[src/egw_pkg.sv]
`timescale 1ns / 1ps
// Shared types, operation codes and constants for the Exp-Golomb bitstream writer.
// No dependencies; every other file in src refers to this package by scoped names.
package egw_pkg;

  // Field widths fixed by the item format
  localparam int WORD_W       = 64;
  localparam int CNT_W        = 7;
  localparam int ZERO_W       = 6;
  localparam int MAX_RAW_BITS = 64;

  // Input operation codes
  localparam logic [1:0] OP_RAW   = 2'd0;
  localparam logic [1:0] OP_UE    = 2'd1;
  localparam logic [1:0] OP_SE    = 2'd2;
  localparam logic [1:0] OP_FLUSH = 2'd3;

  // Command kinds passed from the front end to the bit packer
  localparam logic [1:0] CMD_WRITE = 2'd0;
  localparam logic [1:0] CMD_FLUSH = 2'd1;
  localparam logic [1:0] CMD_ERROR = 2'd2;

  // Emulation prevention byte
  localparam logic [7:0] EPB_BYTE = 8'h03;

  typedef struct packed {
    logic [1:0]              operation;
    logic [WORD_W-1:0]       value;
    logic signed [WORD_W-1:0] signed_value;
    logic [CNT_W-1:0]        bit_count;
  } in_item_t;

  typedef struct packed {
    logic [7:0] out_byte;
    logic       last;
    logic       error;
  } out_item_t;

  // Bit string: 'zeros' zero bits, then the top 'nbits' bits of 'word'
  typedef struct packed {
    logic [1:0]        kind;
    logic [ZERO_W-1:0] zeros;
    logic [CNT_W-1:0]  nbits;
    logic [WORD_W-1:0] word;
  } cmd_t;

  // Handshake between the front end and the command queue
  typedef struct packed {
    logic valid;
    logic ready;
  } cmd_hs_t;

endpackage

[src/exp_golomb_bitstream_writer.sv]
`timescale 1ns / 1ps
// Top level of the Exp-Golomb bitstream writer: configuration register and wiring.
// Depends on egw_pkg, egw_front, egw_cmdq and egw_back.

// Packs raw fields, ue(v) and se(v) codes MSB first into bytes and sends each finished
// byte as one result beat, with last set on the final beat of an item; a flush pads the
// open byte with zeros. With emulation prevention on, 0x03 goes out before any byte of
// 0..3 that follows two zero bytes. A ue value of all ones, or a raw count above 64,
// gives one beat with error set and writes nothing. An item passes a two-stage front
// end (code add, then leading-zero search with the alignment shift on its output) and
// a two-entry command queue; its first byte passes stage A, stage B, the queue, the
// packer's current command register and the result buffer. The bit packer then writes
// one byte-bounded piece of the code per cycle while the result buffer has room: the
// zero prefix and the payload are separate pieces, and each prevention byte takes a
// step of its own. Results wait in a two-entry buffer, so pop can stall without
// blocking input until the queues fill.
module exp_golomb_bitstream_writer (
  input  logic               clk_i,
  input  logic               rst_ni,
  input  logic               cfg_we_i,
  input  logic               cfg_data_i,
  input  logic               push,
  output logic               full,
  input  egw_pkg::in_item_t  item_i,
  output logic               empty,
  input  logic               pop,
  output egw_pkg::out_item_t result_o
);

  logic             epo_q;
  egw_pkg::cmd_t    f_cmd, q_cmd;
  egw_pkg::cmd_hs_t f_hs;
  logic             q_full, q_empty, q_pop;

  // Emulation prevention enable
  always_ff @(posedge clk_i or negedge rst_ni) begin
    if (!rst_ni) begin
      epo_q <= 1'b0;
    end else if (cfg_we_i) begin
      epo_q <= cfg_data_i;
    end
  end

  egw_front u_front (
    .clk_i       (clk_i),
    .rst_ni      (rst_ni),
    .push        (push),
    .full        (full),
    .item_i      (item_i),
    .cmd_o       (f_cmd),
    .cmd_hs_o    (f_hs),
    .cmd_ready_i (!q_full)
  );

  egw_cmdq u_cmdq (
    .clk_i   (clk_i),
    .rst_ni  (rst_ni),
    .push_i  (f_hs.valid),
    .data_i  (f_cmd),
    .full_o  (q_full),
    .pop_i   (q_pop),
    .empty_o (q_empty),
    .data_o  (q_cmd)
  );

  egw_back u_back (
    .clk_i       (clk_i),
    .rst_ni      (rst_ni),
    .epo_i       (epo_q),
    .cmd_i       (q_cmd),
    .cmd_empty_i (q_empty),
    .cmd_pop_o   (q_pop),
    .res_empty_o (empty),
    .res_pop_i   (pop),
    .res_o       (result_o)
  );

  a_front_ready: assert property (@(posedge clk_i) disable iff (!rst_ni)
    f_hs.valid && !q_full |-> f_hs.ready)
    else $error("front end stalled while queue had room");

endmodule

[src/egw_front.sv]
`timescale 1ns / 1ps
// Front end: accepts items, builds the code word and classifies it into a command.
// Depends on egw_pkg.
module egw_front (
  input  logic              clk_i,
  input  logic              rst_ni,
  input  logic              push,
  output logic              full,
  input  egw_pkg::in_item_t item_i,
  output egw_pkg::cmd_t     cmd_o,
  output egw_pkg::cmd_hs_t  cmd_hs_o,
  input  logic              cmd_ready_i
);

  localparam logic [1:0] FK_RAW   = 2'd0;
  localparam logic [1:0] FK_UE    = 2'd1;
  localparam logic [1:0] FK_FLUSH = 2'd2;
  localparam logic [1:0] FK_ERR   = 2'd3;

  function automatic logic [2:0] clz8(input logic [7:0] x);
    logic [2:0] r;
    r = 3'd7;
    for (int i = 0; i < 8; i++) begin
      if (x[i]) r = 3'(7 - i);
    end
    return r;
  endfunction

  // Stage A: code word
  logic                        va_q, va_d;
  logic [1:0]                  kinda_q, kinda_d;
  logic [egw_pkg::WORD_W-1:0]  worda_q, worda_d;
  logic [egw_pkg::CNT_W-1:0]   cnta_q, cnta_d;
  // Stage B: per-byte leading-zero information
  logic                        vb_q, vb_d;
  logic [1:0]                  kindb_q;
  logic [egw_pkg::WORD_W-1:0]  wordb_q;
  logic [egw_pkg::CNT_W-1:0]   cntb_q;
  logic [7:0]                  nzb_q;
  logic [2:0]                  clzb_q [8];

  logic                        a_free, b_free, accept;
  logic [egw_pkg::WORD_W-1:0]  s_dbl, add_a, add_b, raw_word;
  logic                        s_neg, s_zero;
  logic [2:0]                  sel;
  logic [egw_pkg::ZERO_W-1:0]  lz;

  // Pipeline flow
  assign b_free = !vb_q || cmd_ready_i;
  assign a_free = !va_q || b_free;
  assign full   = !a_free;
  assign accept = push && a_free;

  // Build the code number plus one with one adder; left-align raw fields
  always_comb begin
    s_dbl    = item_i.signed_value << 1;
    s_neg    = item_i.signed_value[egw_pkg::WORD_W-1];
    s_zero   = (item_i.signed_value == '0);
    raw_word = item_i.value << (7'(egw_pkg::WORD_W) - item_i.bit_count);
    add_a    = '0;
    add_b    = '0;
    kinda_d  = FK_FLUSH;
    case (item_i.operation)
      egw_pkg::OP_RAW: begin
        kinda_d = (item_i.bit_count > 7'(egw_pkg::MAX_RAW_BITS)) ? FK_ERR : FK_RAW;
      end
      egw_pkg::OP_UE: begin
        kinda_d = (item_i.value == '1) ? FK_ERR : FK_UE;
        add_a   = item_i.value;
        add_b   = 64'd1;
      end
      egw_pkg::OP_SE: begin
        kinda_d = FK_UE;
        if (s_neg) begin
          add_a = ~s_dbl;
          add_b = 64'd2;
        end else if (s_zero) begin
          add_b = 64'd1;
        end else begin
          add_a = s_dbl;
        end
      end
      default: kinda_d = FK_FLUSH;
    endcase
    worda_d = (item_i.operation == egw_pkg::OP_RAW) ? raw_word : add_a + add_b;
    cnta_d  = item_i.bit_count;
    va_d    = a_free ? accept : va_q;
    vb_d    = b_free ? va_q : vb_q;
  end

  // Find the leading one and emit the command
  always_comb begin
    sel = 3'd0;
    for (int j = 7; j >= 0; j--) begin
      if (nzb_q[j]) sel = 3'(j);
    end
    lz    = {sel, clzb_q[sel]};
    cmd_o = '0;
    case (kindb_q)
      FK_RAW: begin
        cmd_o.kind  = egw_pkg::CMD_WRITE;
        cmd_o.nbits = cntb_q;
        cmd_o.word  = wordb_q;
      end
      FK_UE: begin
        cmd_o.kind  = egw_pkg::CMD_WRITE;
        cmd_o.zeros = ~lz;
        cmd_o.nbits = 7'(egw_pkg::WORD_W) - 7'(lz);
        cmd_o.word  = wordb_q << lz;
      end
      FK_FLUSH: cmd_o.kind = egw_pkg::CMD_FLUSH;
      default:  cmd_o.kind = egw_pkg::CMD_ERROR;
    endcase
    cmd_hs_o.valid = vb_q;
    cmd_hs_o.ready = b_free;
  end

  // Valid flags
  always_ff @(posedge clk_i or negedge rst_ni) begin
    if (!rst_ni) begin
      va_q <= 1'b0;
      vb_q <= 1'b0;
    end else begin
      va_q <= va_d;
      vb_q <= vb_d;
    end
  end

  // Stage payloads
  always_ff @(posedge clk_i) begin
    if (accept) begin
      kinda_q <= kinda_d;
      worda_q <= worda_d;
      cnta_q  <= cnta_d;
    end
    if (b_free && va_q) begin
      kindb_q <= kinda_q;
      wordb_q <= worda_q;
      cntb_q  <= cnta_q;
      for (int j = 0; j < 8; j++) begin
        nzb_q[j]  <= |worda_q[egw_pkg::WORD_W-1-8*j -: 8];
        clzb_q[j] <= clz8(worda_q[egw_pkg::WORD_W-1-8*j -: 8]);
      end
    end
  end

endmodule

[src/egw_cmdq.sv]
`timescale 1ns / 1ps
// Two-entry command queue between the front end and the bit packer.
// Depends on egw_pkg.
module egw_cmdq (
  input  logic          clk_i,
  input  logic          rst_ni,
  input  logic          push_i,
  input  egw_pkg::cmd_t data_i,
  output logic          full_o,
  input  logic          pop_i,
  output logic          empty_o,
  output egw_pkg::cmd_t data_o
);

  egw_pkg::cmd_t mem_q [2];
  logic          wr_q, wr_d, rd_q, rd_d;
  logic [1:0]    cnt_q, cnt_d;
  logic          do_push, do_pop;

  assign full_o  = (cnt_q == 2'd2);
  assign empty_o = (cnt_q == 2'd0);
  assign data_o  = mem_q[rd_q];

  // Advance pointers and occupancy
  always_comb begin
    do_push = push_i && !full_o;
    do_pop  = pop_i && !empty_o;
    wr_d    = do_push ? !wr_q : wr_q;
    rd_d    = do_pop ? !rd_q : rd_q;
    cnt_d   = cnt_q + 2'(do_push) - 2'(do_pop);
  end

  always_ff @(posedge clk_i or negedge rst_ni) begin
    if (!rst_ni) begin
      wr_q  <= 1'b0;
      rd_q  <= 1'b0;
      cnt_q <= 2'd0;
    end else begin
      wr_q  <= wr_d;
      rd_q  <= rd_d;
      cnt_q <= cnt_d;
    end
  end

  // Store entries
  always_ff @(posedge clk_i) begin
    if (do_push) mem_q[wr_q] <= data_i;
  end

endmodule

[src/egw_back.sv]
`timescale 1ns / 1ps
// Bit packer: writes commands into bytes, inserts prevention bytes, buffers results.
// Depends on egw_pkg.
module egw_back (
  input  logic               clk_i,
  input  logic               rst_ni,
  input  logic               epo_i,
  input  egw_pkg::cmd_t      cmd_i,
  input  logic               cmd_empty_i,
  output logic               cmd_pop_o,
  output logic               res_empty_o,
  input  logic               res_pop_i,
  output egw_pkg::out_item_t res_o
);

  egw_pkg::cmd_t      cur_q, cur_d;
  logic               cur_v_q, cur_v_d;
  logic [7:0]         part_q, part_d;
  logic [2:0]         bp_q, bp_d;
  logic [1:0]         zrun_q, zrun_d;

  egw_pkg::out_item_t obuf_q [2];
  logic               owr_q, ord_q;
  logic [1:0]         ocnt_q, ocnt_d;

  logic               zero_phase, completes, insert, space, step_done, push, ins_push, opop;
  logic [3:0]         avail, k;
  logic [7:0]         top, chunk, merged, emit_b;
  logic [6:0]         rem_after;
  logic [1:0]         zrun_next;
  egw_pkg::out_item_t res_new;

  assign res_empty_o = (ocnt_q == 2'd0);
  assign res_o       = obuf_q[ord_q];
  assign opop        = res_pop_i && !res_empty_o;

  // Take up to the rest of the open byte from the current command each cycle
  always_comb begin
    cur_d     = cur_q;
    cur_v_d   = cur_v_q;
    part_d    = part_q;
    bp_d      = bp_q;
    zrun_d    = zrun_q;
    push      = 1'b0;
    ins_push  = 1'b0;
    res_new   = '0;
    step_done = 1'b0;

    avail      = {1'b0, bp_q} + 4'd1;
    zero_phase = (cur_q.zeros != '0);
    if (zero_phase) begin
      k = (7'(cur_q.zeros) < 7'(avail)) ? cur_q.zeros[3:0] : avail;
    end else begin
      k = (cur_q.nbits < 7'(avail)) ? cur_q.nbits[3:0] : avail;
    end
    top       = zero_phase ? 8'h00 : cur_q.word[egw_pkg::WORD_W-1 -: 8];
    chunk     = top & (8'hFF << (4'd8 - k));
    merged    = part_q | (chunk >> (3'd7 - bp_q));
    completes = (k == avail);
    rem_after = 7'(cur_q.zeros) + cur_q.nbits - 7'(k);
    emit_b    = (cur_q.kind == egw_pkg::CMD_FLUSH) ? part_q : merged;
    insert    = epo_i && (zrun_q == 2'd2) && (emit_b <= 8'd3);
    space     = (ocnt_q != 2'd2);
    if (emit_b == 8'd0) begin
      zrun_next = (zrun_q == 2'd3) ? 2'd3 : zrun_q + 2'd1;
    end else begin
      zrun_next = 2'd0;
    end

    if (cur_v_q) begin
      case (cur_q.kind)
        egw_pkg::CMD_WRITE: begin
          if (cur_q.zeros == '0 && cur_q.nbits == '0) begin
            step_done = 1'b1;
          end else if (completes && !space) begin
            step_done = 1'b0;
          end else if (completes && insert) begin
            // Send the prevention byte, then retry the same step
            push             = 1'b1;
            ins_push         = 1'b1;
            res_new.out_byte = egw_pkg::EPB_BYTE;
            zrun_d           = 2'd0;
          end else begin
            if (zero_phase) begin
              cur_d.zeros = cur_q.zeros - 6'(k);
            end else begin
              cur_d.nbits = cur_q.nbits - 7'(k);
              cur_d.word  = cur_q.word << k;
            end
            if (completes) begin
              push             = 1'b1;
              res_new.out_byte = merged;
              res_new.last     = (rem_after < 7'd8);
              zrun_d           = zrun_next;
              part_d           = 8'h00;
              bp_d             = 3'd7;
            end else begin
              part_d = merged;
              bp_d   = bp_q - 3'(k);
            end
            step_done = (rem_after == 7'd0);
          end
        end
        egw_pkg::CMD_FLUSH: begin
          if (bp_q == 3'd7) begin
            step_done = 1'b1;
          end else if (!space) begin
            step_done = 1'b0;
          end else if (insert) begin
            push             = 1'b1;
            ins_push         = 1'b1;
            res_new.out_byte = egw_pkg::EPB_BYTE;
            zrun_d           = 2'd0;
          end else begin
            push             = 1'b1;
            res_new.out_byte = part_q;
            res_new.last     = 1'b1;
            zrun_d           = zrun_next;
            part_d           = 8'h00;
            bp_d             = 3'd7;
            step_done        = 1'b1;
          end
        end
        egw_pkg::CMD_ERROR: begin
          if (space) begin
            push          = 1'b1;
            res_new.last  = 1'b1;
            res_new.error = 1'b1;
            step_done     = 1'b1;
          end
        end
        default: step_done = 1'b1;
      endcase
    end

    // Drop the finished command, load the next one
    cmd_pop_o = (!cur_v_q || step_done) && !cmd_empty_i;
    if (cur_v_q && step_done) cur_v_d = 1'b0;
    if (cmd_pop_o) begin
      cur_v_d = 1'b1;
      cur_d   = cmd_i;
    end

    ocnt_d = ocnt_q + 2'(push) - 2'(opop);
  end

  // Packer state and result buffer control
  always_ff @(posedge clk_i or negedge rst_ni) begin
    if (!rst_ni) begin
      cur_v_q <= 1'b0;
      part_q  <= 8'h00;
      bp_q    <= 3'd7;
      zrun_q  <= 2'd0;
      owr_q   <= 1'b0;
      ord_q   <= 1'b0;
      ocnt_q  <= 2'd0;
    end else begin
      cur_v_q <= cur_v_d;
      part_q  <= part_d;
      bp_q    <= bp_d;
      zrun_q  <= zrun_d;
      ocnt_q  <= ocnt_d;
      if (push) owr_q <= !owr_q;
      if (opop) ord_q <= !ord_q;
    end
  end

  // Payload registers
  always_ff @(posedge clk_i) begin
    cur_q <= cur_d;
    if (push) obuf_q[owr_q] <= res_new;
  end

  a_ocnt_bound: assert property (@(posedge clk_i) disable iff (!rst_ni)
    ocnt_q <= 2'd2)
    else $error("result buffer overfilled");

  a_err_last: assert property (@(posedge clk_i) disable iff (!rst_ni)
    push && res_new.error |-> res_new.last && res_new.out_byte == 8'h00)
    else $error("error beat not marked last");

  a_low_bits_clear: assert property (@(posedge clk_i) disable iff (!rst_ni)
    (part_q & (8'hFF >> (3'd7 - bp_q))) == 8'h00)
    else $error("open byte has bits at or below the write position");

  a_ins_resets_run: assert property (@(posedge clk_i) disable iff (!rst_ni)
    ins_push |=> zrun_q == 2'd0 && !$past(res_new.last))
    else $error("zero run not cleared after prevention byte");

endmodule
[config.mk]
export PLATFORM = sky130hd
export DESIGN_NAME = exp_golomb_bitstream_writer
export DESIGN_NICKNAME = d
export VERILOG_FILES = /design/src/egw_pkg.sv /design/src/exp_golomb_bitstream_writer.sv /design/src/egw_front.sv /design/src/egw_cmdq.sv /design/src/egw_back.sv
export SDC_FILE = /design/constraint.sdc
export NUM_CORES = 2
export LEC_CHECK = 0
export ABC_AREA = 0
export BUFFER_PORTS_ARGS = -buffer_cell sky130_fd_sc_hd__buf_2
export CAP_MARGIN = 10
export CORE_MARGIN = 4
export CORE_UTILIZATION = 40
export DETAILED_ROUTE_END_ITERATION = 10
export PLACE_DENSITY = 0.57
export SLEW_MARGIN = 25
export SYNTH_ARGS = -nofsm -noshare
export SYNTH_HDL_FRONTEND = slang
export SYNTH_HIERARCHICAL = 1
export SYNTH_SLANG_ARGS = --single-unit
[constraint.sdc]
create_clock -name clk_i -period 10.7 [get_ports clk_i]
set_input_delay 0.535 -clock clk_i [delete_from_list [all_inputs] [get_ports clk_i]]
set_output_delay 0.535 -clock clk_i [all_outputs]
set_load 0.01 [all_outputs]
==> impl_metrics.py <==
metrics = {
    "timing": {
        "drv_slew": 0,
        "fin_crit_sh_pct": 75.75,
        "worst-slew-pin-transition_ns": 1.065,
        "finalSetupViolCount": 0,
        "min_period_ns": 8.105,
        "rsz0062_at_grt": "false",
        "hold_viol_final": 0,
        "clock_skew_ns": 0.02986,
        "fin_ws_ns": 2.595,
        "fmax_ghz": 0.1234,
        "max_slew_margin_pct": 29.00,
        "fin_tns_setup_ns": 0,
    },
    "die": {
        "ios": 155,
        "die_area_um2": 92390,
        "die_w_um": 304.0,
        "core_um2": 86890,
        "start_util_pct": 40.32,
        "fp-row-count": 108,
        "dieHeight_um": 304.0,
    },
    "power": {
        "switching_share_pct": 46.32,
        "pwr-share-comb_pct": 58.6,
        "power_w": 0.01292,
        "clock_power_share_pct": 13.9,
        "peakVddDrop_mv": 0.2737,
        "power.density_nw_per_um2": 337.6,
        "power.leakage_nw": 14.77,
        "p_int_w": 0.006933,
        "power.switching_w": 0.005983,
        "seqPwrFrac_pct": 27.5,
    },
    "critical_path": {
        "cpMostUsedCell": "ha_1",
        "slowest_delay_ns": 0.73,
        "r2r_start": "u_back/bp_q[1]",
        "critical-path-slowest-cell": "buf_4",
        "path_max_fanout": 60,
        "r2r_slack_ns": 2.59,
        "cpLargestDelayFamily": "compound AO/OA/AOI/OAI gates",
        "cp-end-kind": "register",
        "required_ns": 11.22,
        "arrival_ns": 8.63,
        "crit_path_start_kind": "register",
        "critPathBufInv": 4,
        "rr_worst_depth": 27,
        "r2r-end": "u_cmdq/cnt_q[1]",
        "crit_type": "register to register",
    },
    "layout": {
        "final_cells": 4831,
        "final_area_um2": 38260,
        "nFillCells": 8446,
        "drive_gt1_share_pct": 14.53,
        "most-common-layout-cells": "nand2_1 (610), edfxtp_1 (435), mux2i_1 (397)",
        "nets": 3818,
        "multi_input_area_um2": 19920,
        "layout_commonest_cell": "nand2_1",
        "syn_to_final_growth_pct": 9.189,
        "ff_latch_area_um2": 13700,
    },
    "grt": {
        "met2_usage_pct": 40.15,
        "gr-total-overflow": 0,
        "antenna_found_initial": 0,
        "grt_use_total_pct": 24.15,
        "grt_max_degree": 101,
        "use_met1_pct": 32.17,
        "grt_pass1_vias": 27970,
        "use_met3_pct": 3.132,
        "grt_pass1_wl_um": 175200,
        "busiest_layer": "met2",
    },
    "route": {
        "wl_per_cell_um": 24.14,
        "drt_iter0_drc": 3130,
        "num_vias": 29010,
        "drt_pass1_iterations": 6,
        "drc_errors": 0,
        "drt_wl_total_um": 116600,
        "ant_nets": 0,
        "routed_via_density": 6.005,
    },
    "cts": {
        "cts_buffers": 50,
        "clock_path_buffers": 3,
        "clockRootBuffer": "clkbuf_16",
        "cts_setup_buffers": 0,
        "cts_tree": "built",
        "path_clk_slew_ns": 0.06,
        "htree_levels": 2,
        "clkSinkCount": 460,
        "clkLatencyLatePin_ns": 0.60,
    },
    "placement": {
        "dpl.hpwl_um": 88660,
        "dpl_cell_area_um2": 36520,
        "pre_cts_slack_ns": 2.486,
        "place_inst": 4737,
        "place_congestion": 0.9961,
        "io_buffers": 154,
    },
    "run": {
        "cap_violations": 0,
    },
    "yosys": {
        "synthCells": 3627,
        "netlist_area_um2": 35040,
        "synth.avg_cell_area_um2": 9.660,
        "yosys_warnings": 6,
        "synth_nets": 3810,
    },
    "worst_hold_path": {
        "worstHoldPathCells": 2,
        "min_from": "push",
        "hold_end": "u_front/va_q",
        "hp-class": "primary input to register",
    },
    "status": {
        "status": "finished clean",
    },
}
## final cells by class
type,instances,share of cell area [%]
antenna,1,0.006541
clock buffer,63,3.454
clock inverter,29,1.037
inverter,74,0.7326
multi-input combinational,2840,52.06
sequential,460,35.80
tap,1155,3.778
timing repair buffer,209,3.133
## power groups by stage
stage / combinational, W / sequential (W) / clock (W)
2_1_floorplan: 0.00577 / 0.00336 / 0
3_3_place_gp: 0.00747 / 0.00357 / 0
3_5_place_dp: 0.00749 / 0.00358 / 0
4_1_cts: 0.00753 / 0.00355 / 0.00184
5_1_grt: 0.00825 / 0.00362 / 0.00191
6_report: 0.00757 / 0.00355 / 0.00179
## how the worst max path moves through the flow
stage | start | endpoint | slack (ns) | cells after the start
global route | u_back/bp_q[1] | u_cmdq/cnt_q[1] | 1.74 | 27
finish | u_back/bp_q[1] | u_cmdq/cnt_q[1] | 2.59 | 27
CTS | u_back/bp_q[1] | u_cmdq/cnt_q[1] | 2.51 | 27
floorplan | u_back/bp_q[2] | u_back/cur_q[0] | 2.07 | 26
detailed placement | u_back/bp_q[1] | u_cmdq/cnt_q[1] | 2.49 | 27
global placement | u_back/bp_q[1] | u_cmdq/cnt_q[1] | 2.71 | 27
## state kept, by name, indices dropped and copies added (netlist names), 3 cells and up
register         count
u_back/bp_q          3
u_back/cur_q        79
u_back/obuf_q       20
u_back/part_q        8
u_cmdq/mem_q       158
u_front/clzb_q      24
u_front/cnta_q       7
u_front/cntb_q       7
u_front/nzb_q        8
u_front/worda_q     64
u_front/wordb_q     64
## metal layers
metal  routed length, µm  share of wire [%]
met1               48710                 42
met2               54980                 47
met3                7857                6.7
met4                5090                4.4
met5                   0                  0
## repair_timing
action                    4_1_cts  5_1_grt
hold endpoints to repair       22        0
hold buffers                    1        0
resized for setup               0        0
## per-stage QoR
| stage | hold slack, ns | utilization [%] |
|---|---|---|
| 2_1_floorplan | 0.2394 | - |
| 3_3_place_gp | 0.4004 | 42.03 |
| 3_5_place_dp | 0.4052 | 42.03 |
| 4_1_cts | 0.1115 | 44.02 |
| 5_1_grt | 0.1355 | 44.03 |
| 6_report | 0.1490 | 44.03 |
Note: power is estimated with default switching activity, not from simulation.
